==> config.mk <==
export PLATFORM = sky130hd
export DESIGN_NAME = srb_ram
export DESIGN_NICKNAME = d
export VERILOG_FILES = /design/src/sv/srb_ram.sv
export SDC_FILE = /design/constraint.sdc
export NUM_CORES = 1
export LEC_CHECK = 0
export BUFFER_PORTS_ARGS = -buffer_cell sky130_fd_sc_hd__buf_2
export CORE_MARGIN = 2
export CORE_UTILIZATION = 55
export CTS_BUF_LIST = sky130_fd_sc_hd__clkbuf_2 sky130_fd_sc_hd__clkbuf_4 sky130_fd_sc_hd__clkbuf_8
export DETAILED_ROUTE_END_ITERATION = 12
export PLACE_DENSITY = 0.82
export SYNTH_ARGS = -nofsm -noshare
export SYNTH_HDL_FRONTEND = slang
export SYNTH_SLANG_ARGS = --single-unit
==> constraint.sdc <==
create_clock -name clk -period 2.65 [get_ports clk]
set_input_delay 0.53 -clock clk [delete_from_list [all_inputs] [get_ports clk]]
set_output_delay 0.53 -clock clk [all_outputs]
set_load 0.05 [all_outputs]
==> src/sv/srb_ram.sv <==
`default_nettype none
// ----------------------------------------------------------------------------
// srb_ram
// Generic single-port-write, single-port-read RAM with a registered read.
// ----------------------------------------------------------------------------
module srb_ram #(
    parameter int WIDTH = 8,
    parameter int DEPTH = 16
) (
    input  wire logic                                       clk,
    input  wire logic                                       we,
    input  wire logic [((DEPTH > 1) ? $clog2(DEPTH) : 1)-1:0] waddr,
    input  wire logic [WIDTH-1:0]                           wdata,
    input  wire logic                                       re,
    input  wire logic [((DEPTH > 1) ? $clog2(DEPTH) : 1)-1:0] raddr,
    output logic      [WIDTH-1:0]                           rdata
);

    logic [WIDTH-1:0] mem [DEPTH];

    // Write port
    always_ff @(posedge clk)
    begin
        if (we)
        begin
            mem[waddr] <= wdata;
        end
    end

    // Registered read port, holds between reads
    always_ff @(posedge clk)
    begin
        if (re)
        begin
            rdata <= mem[raddr];
        end
    end

endmodule : srb_ram
`default_nettype wire
==> run summary, run 1 <==
Crit Path Category: input port to register
CTS Hold Bufs: 0
antenna viol nets, final: 0
post-synth top area cell: edfxtp_1
Final Hold Viols: 0
CTS H-Tree Depth: 4
Yosys reg bits: 136
routability cong.: 0.730
Seq. cell area: 4080 um2
PortBufs: 26
final max-slew violation count: 0
DP Area: 5590 um2
initial antenna violation count: 0
Yosys top cell area share: 78.1%
HP Class: input port to register
synthesis-to-finish area growth: 14.7%
I/O pins: 27
outcome: finished clean
Worst EP required: 2.82 ns
post-CTS sizing: 0
Routed WL: 9730 um
first-pass detailed-route iteration total: 4
Post-synth top cells: edfxtp_1, mux4_2, a22oi_1
top-count cell post-synth: edfxtp_1
Slew @ Worst Pin: 0.908 ns
DRC viols: 0
Clock transition at path regs: 0.07 ns
hold_sp: re
Post-CTS Setup Bufs: 0
Syn Nets: 248
setup tns final: 0 ns
Async SR Flop Fraction: 0%
synth warn: 0
number of antenna diodes: 0
largest net degree at the start of global routing: 33
vias in the first global route: 2559
CP Max Fanout: 32
total number of vias: 2476
CTS Root Cell: clkbuf_8
share of layout cells above drive strength 1: 32.0%
wire length of the first global-routing pass: 15000 um
nets@finish: 300
Die ar.: 10300 um2
Synth Instances: 229
Setup crit end kind: register
Lkg Pwr: 0.00201 uW
Initial DRC Count: 238
CTS tree: built
Slew headroom: 39.2%
pwr dens: 733 nW/um2
total CTS buffers: 17
period utilisation layout: 63.7%
remaining global-route overflow: 0
Clock Path Buffers: 2
initial core utilization: 56.6%
Vias/cell: 5.85
Avg Cell Area, Syn: 22.8 um2
post-route cell area: 6000 um2
clock period minus worst slack: 1.69 ns
Synth cell types: 18
crit path DAT: 1.85 ns
Fmax: 593 MHz
sequential element share of the synthesized area: 78.1%
filler instances: 586
Synth area leaders: edfxtp_1, mux4_2, mux4_1
CP startpoint: raddr[0]
num rows: 35
Max-cap violations: 0
RSZ-0062 raised after global routing: false
Final setup viols: 0
area of the multi-input gates: 1060 um2
GRT Total Usage: 21.4%
Cell Area, Synth: 5230 um2
worst IR drop on VDD: 351 uV
WL/cell: 23.0 um
Die Y: 101 um
Die X: 101 um
clock tree sinks: 136
Reg-to-Reg Start: mem[1][3]
final setup skew: 0.00823 ns
Top FF cell, synth: edfxtp_1
Post-synth EDFFs: 136
clock latency on the worst-skew pair: 0.42 ns
core area: 9240 um2
hpwl dp: 6000 um
Critical Path Source Type: input port
final timing paths:
| check | slack (ns) | cells past startpoint | end |
|---|---|---|---|
| max reg2reg | 1.11 | 3 | rdata[3] |
| min | 0.48 | 1 | rdata[3] |
| min reg2reg | 0.76 | 3 | rdata[7] |
| max | 0.96 | 5 | rdata[1] |
layer usage:
layer	wire length (um)	vias to the layer above	global-route usage, %
met5	0	-	0
met4	282	0	10.1
met3	750	22	5.52
met2	4960	115	33.5
met1	3740	1253	28.6
li1	-	1086	-
report_power, final:
group | internal, uW | switching [uW] | leakage, uW
registers | 2420 | 14.1 | 0.00124
clock network | 931 | 778 | 0.000198
logic | 93.5 | 157 | 0.000573
total | 3450 | 949 | 0.00201
placed cells by master, fill, tap and decap left out, drive strengths merged:
master,instances
a22oi,16
and2,1
and2b,1
buf,43
bufinv,3
clkbuf,17
clkinv,7
clkinvlp,4
edfxtp,136
inv,1
mux4,32
nand2,9
nand2b,2
nand3,1
nand3b,2
nor2,13
nor2b,1
nor3,4
or3b,1
worst max-delay path, cell delays in order:
cell and delay (ns):
buf_2 0.10, buf_12 0.24, mux4_1 0.59, a22oi_1 0.28, nand2_1 0.08
per-stage QoR:
step	power [uW]	instances	util [%]	hold slack [ns]	setup slack [ns]
3_3_place_gp	2720	391	60.4	0.731	0.544
3_5_place_dp	2730	391	60.4	0.747	0.506
4_1_cts	4430	423	64.9	0.455	0.973
5_1_grt	4530	423	64.9	0.460	0.922
6_report	4400	423	64.9	0.480	0.963
2_1_floorplan	2640	229	-	0.629	0.627
cell families after synthesis:
logic type / Yosys count / share of synthesized area [%]
flops: 136 / 78.1
simple gates: 35 / 3.14
mux: 32 / 14.8
compound gates: 16 / 2.30
buf+inv: 10 / 1.65
sequential cells by signal, indices dropped and copies added (netlist names):
name	cells
mem	128
rdata	8
cell type report:
class | count | share of cell area [%]
repair buffers | 43 | 4.71
flip-flops and latches | 136 | 68.1
well taps | 129 | 2.69
clock inverters | 15 | 2.98
multi-input cells | 83 | 17.6
clock buffers | 17 | 3.90
Power figures use the tool's default switching activity.
==> run 2: changes to the inputs <==
Clock period 2.65 ns to 1.7 ns, I/O delays scaled along.
==> run 2 against run 1 <==
  * Power increased by 57%
  * Combinational power increased by 62%
  * Register-to-register slack got worse by 0.92 ns
  * First-iteration DRC count increased by 0.84%
  * Design area increased by 1.3%
  * Clock skew increased by 0.0013 ns
  * Utilization increased by 0.87 points
  * Non-clock buffer count increased by 6
  * Worst setup slack got worse by 0.77 ns
  * Clock-buffer cell count increased by 1
  * Die area unchanged
==> run summary, run 2 (same netlist as run 1, synthesis figures left out) <==
Seq. cell area: 4080 um2
Min Hold Slack: 0.290 ns
wire length of the first global-routing pass: 14200 um
hpwl dp: 6070 um
crit path DAT: 1.68 ns
Slew headroom: 61.3%
outcome: finished clean
Lkg Pwr: 0.00205 uW
total number of vias: 2439
antenna viol nets, final: 0
Critical Path Source Type: register
setup tns final: 0 ns
CTS Root Cell: clkbuf_8
CTS Hold Bufs: 0
Setup crit end kind: register
Fmax: 663 MHz
I/O pins: 27
largest net degree at the start of global routing: 20
initial core utilization: 56.6%
DRC viols: 0
Final setup viols: 0
clock period minus worst slack: 1.51 ns
placed instance count: 397
vias in the first global route: 2538
Clock transition at path regs: 0.08 ns
Routed WL: 9160 um
Final Util: 65.8%
remaining global-route overflow: 0
Crit Path Category: register to register
first-pass detailed-route iteration total: 4
Largest register FFs: 128
Top Registers: mem: 128 flops, rdata: 8 flops
Initial DRC Count: 240
most common cell after layout, fill and taps aside: edfxtp_1
clock tree sinks: 136
worst IR drop on VDD: 722 uV
CP Max Fanout: 1
HP Class: input port to register
final setup skew: 0.00951 ns
hold_sp: wdata[1]
num rows: 35
Post-Place Worst Slack: -0.207 ns
total CTS buffers: 17
PortBufs: 26
Die Y: 101 um
Hold Path Depth: 1
Post-Layout Cell Count: 430
CTS H-Tree Depth: 4
period utilisation layout: 88.7%
Biggest register: mem
Slew @ Worst Pin: 0.578 ns
Vias/cell: 5.67
Clock Path Buffers: 2
Post-CTS Setup Bufs: 0
synthesis-to-finish area growth: 16.3%
post-CTS sizing: 0
share of layout cells above drive strength 1: 33.3%
pwr dens: 1130 nW/um2
CP startpoint: mem[9][2]
CTS tree: built
clock latency on the worst-skew pair: 0.42 ns
routability cong.: 0.723
core area: 9240 um2
Die X: 101 um
initial antenna violation count: 1
R2R Setup Slk: 0.19 ns
most frequent cells in the layout: edfxtp_1, buf_2, buf_4, mux4_2, clkbuf_8
R2R cell count: 3
GRT Total Usage: 19.9%
RSZ-0062 raised after global routing: false
final max-slew violation count: 0
filler instances: 579
nets@finish: 306
Final Hold Viols: 0
Reg-to-Reg Start: mem[9][2]
Worst Setup Slack, final: 0.191 ns
Die ar.: 10300 um2
WL/cell: 21.3 um
area of the multi-input gates: 1060 um2
Worst EP required: 1.87 ns
Max-cap violations: 0
-- run 2: cell count changes in the layout (fill, tap and decap cells not counted) --
cell,before,now
buf_12,2,4
buf_4,15,19
clkbuf_4,0,1
clkinv_1,0,1
clkinv_2,3,1
clkinv_4,4,3
clkinvlp_4,4,3
diode_2,0,1
inv_6,1,3
nor3_1,4,3
nor3_2,0,1
-- run 2: final timing paths --
kind                      to
setup / recovery    rdata[2]
hold / removal    mem[15][1]
hold reg to reg     rdata[2]
setup reg to reg    rdata[2]
-- run 2: worst max-delay path: stages (launching register included) --
cell      delay (ns)
edfxtp_1        0.38
mux4_1          0.52
a22oi_1         0.28
nand2_1         0.08
-- run 2: area by class of cell --
class                           count  share of cell area [%]
Sequential cell                   136                    67.2
Antenna cell                        1                  0.0412
Clock inverter                     14                    2.86
Tap cell                          129                    2.66
Multi-Input combinational cell     83                    17.5
Clock buffer                       18                    3.97
Timing Repair Buffer               49                    5.80
-- run 2: report_power, final --
part           internal [uW]  switching (uW)  total [uW]
clock network           1480            1220        2700
logic                    160             245         405
registers               3770            19.9        3790
total                   5410            1490        6900
-- run 2: metrics by stage --
step	power [uW]	cell area, um2
detailed placement	4280	5660
floorplan	4110	5230
global route	7110	6080
finish	6900	6080
CTS	6940	6080
global placement	4260	5660
-- run 2: per-layer routing --
| metal | GRT usage, % | wire [um] |
|---|---|---|
| met1 | 27.5 | 3720 |
| met2 | 30.8 | 4640 |
| met3 | 5.66 | 712 |
| met4 | 7.28 | 85 |
| met5 | 0 | 0 |
==> run 3: changes to the inputs <==
Settings changed: CELL_PAD_IN_SITES_DETAIL_PLACEMENT set to 1, CELL_PAD_IN_SITES_GLOBAL_PLACEMENT set to 1, PLACE_DENSITY 0.82 to 0.89.
==> run 3 against run 2 <==
  * Clock skew hardly changed
  * Worst setup slack worse by 0.059 ns
  * Sequential power hardly changed
  * Clock power is 4% lower
==> run summary, run 3 (same netlist as run 1, synthesis figures left out) <==
clock latency on the worst-skew pair: 0.44 ns
outcome: finished clean
Largest register FFs: 128
Clock transition at path regs: 0.08 ns
initial core utilization: 56.6%
Post-Place Worst Slack: -0.247 ns
sw frac: 22.8%
CTS Hold Bufs: 0
R2R cell count: 3
first-pass detailed-route iteration total: 5
Slowest Stage Delay on Critical Path: 0.51 ns
clock period minus worst slack: 1.57 ns
nets@finish: 305
Post-CTS Setup Bufs: 0
CTS H-Tree Depth: 4
part of the power in registers: 55.8%
core area: 9240 um2
share of layout cells above drive strength 1: 33.4%
total CTS buffers: 17
Crit Path Category: register to register
Fmax: 638 MHz
HP Class: input port to register
largest net degree at the start of global routing: 19
final setup skew: 0.00996 ns
post-CTS sizing: 0
Routed WL: 11600 um
Top Registers: mem: 128 flops, rdata: 8 flops
Slew headroom: 49.0%
I/O pins: 27
Final Util: 65.3%
Buf+Inv Stages, Crit Path: 0
WL/cell: 27.0 um
pwr dens: 1130 nW/um2
routability cong.: 0.825
Slew @ Worst Pin: 0.763 ns
Psw: 1550 uW
Hold Path Depth: 1
Setup crit end kind: register
clock tree sinks: 136
crit-path cells: mux4_1 -> a22oi_1 -> nand2_1
Max-cap violations: 0
initial antenna violation count: 0
GRT Total Usage: 24.8%
Final Hold Viols: 0
remaining global-route overflow: 0
WP depth: 3
Die X: 101 um
Comb pwr share: 6.1%
most frequent cells in the layout: edfxtp_1, buf_2, buf_4, mux4_2, clkbuf_8
RSZ-0062 raised after global routing: false
Die ar.: 10300 um2
hpwl dp: 7650 um
CP Max Fanout: 1
Worst Setup Slack, final: 0.133 ns
final max-slew violation count: 0
worst IR drop on VDD: 588 uV
Critical Path Source Type: register
Initial DRC Count: 256
most common cell after layout, fill and taps aside: edfxtp_1
Clock Path Buffers: 2
Worst EP required: 1.87 ns
DRC viols: 0
CTS tree: built
Biggest register: mem
vias in the first global route: 2778
number of antenna diodes: 0
Clock power frac: 38.1%
PortBufs: 26
Die Y: 101 um
antenna viol nets, final: 0
Critical-path top delay cell: mux4_1
CP delay by family, top: multiplexers
Int Pwr: 5250 uW
period utilisation layout: 92.2%
CTS Root Cell: clkbuf_8
synthesis-to-finish area growth: 15.4%
Final setup viols: 0
Lkg Pwr: 0.00203 uW
Vias/cell: 6.05
num rows: 35
total number of vias: 2591
wire length of the first global-routing pass: 17000 um
crit path DAT: 1.74 ns
-- run 3: cell types whose count changed in the layout (fill, tap and decap cells not counted), sizes merged --
cell | before | now
buf | 49 | 48
bufinv | 3 | 2
clkinvlp | 3 | 4
diode | 1 | 0
-- run 3: worst paths after layout --
kind / slack, ns / to / start
setup / recovery: 0.13 / rdata[4] / mem[8][4]
hold / removal: 0.28 / mem[12][0] / wdata[0]
setup reg to reg: 0.13 / rdata[4] / mem[8][4]
hold reg to reg: 0.76 / rdata[0] / mem[15][0]
-- run 3: cell type report --
type / count / area (um2)
fill: 753 / 3210
clock inverter: 14 / 149
clock buffer: 18 / 241
sequential: 136 / 4080
multi-input combinational: 83 / 1060
tap: 129 / 161
timing repair buffer: 48 / 333
-- run 3: power by group through the flow --
| stage | clock, uW | sequential [uW] | combinational, uW |
|---|---|---|---|
| floorplan | 0 | 3920 | 191 |
| global placement | 0 | 3870 | 393 |
| detailed placement | 0 | 3880 | 420 |
| CTS | 2630 | 3800 | 422 |
| global route | 2760 | 3800 | 447 |
| finish | 2590 | 3800 | 418 |
-- run 3: metrics by stage --
| step | hold slack [ns] | total power [uW] | cell area [um2] | TNS, ns | instances |
|---|---|---|---|---|---|
| global placement | 0.720 | 4260 | 5640 | -0.947 | 396 |
| CTS | 0.271 | 6850 | 6030 | 0 | 428 |
| floorplan | 0.439 | 4110 | 5230 | 0 | 229 |
| finish | 0.282 | 6810 | 6030 | 0 | 428 |
| detailed placement | 0.740 | 4290 | 5640 | -1.42 | 396 |
| global route | 0.272 | 7010 | 6030 | 0 | 428 |
-- run 3: worst register-to-register path, stage by stage, from the launching register on --
cell and delay (ns):
edfxtp_1 0.41, mux4_1 0.51, a22oi_1 0.29, nand2_1 0.10
-- run 3: routing by layer --
metal / routed length, um / global-route usage [%]
met5: 0 / 0
met4: 352 / 14.3
met3: 750 / 7.04
met2: 5970 / 39.6
met1: 4480 / 30.8
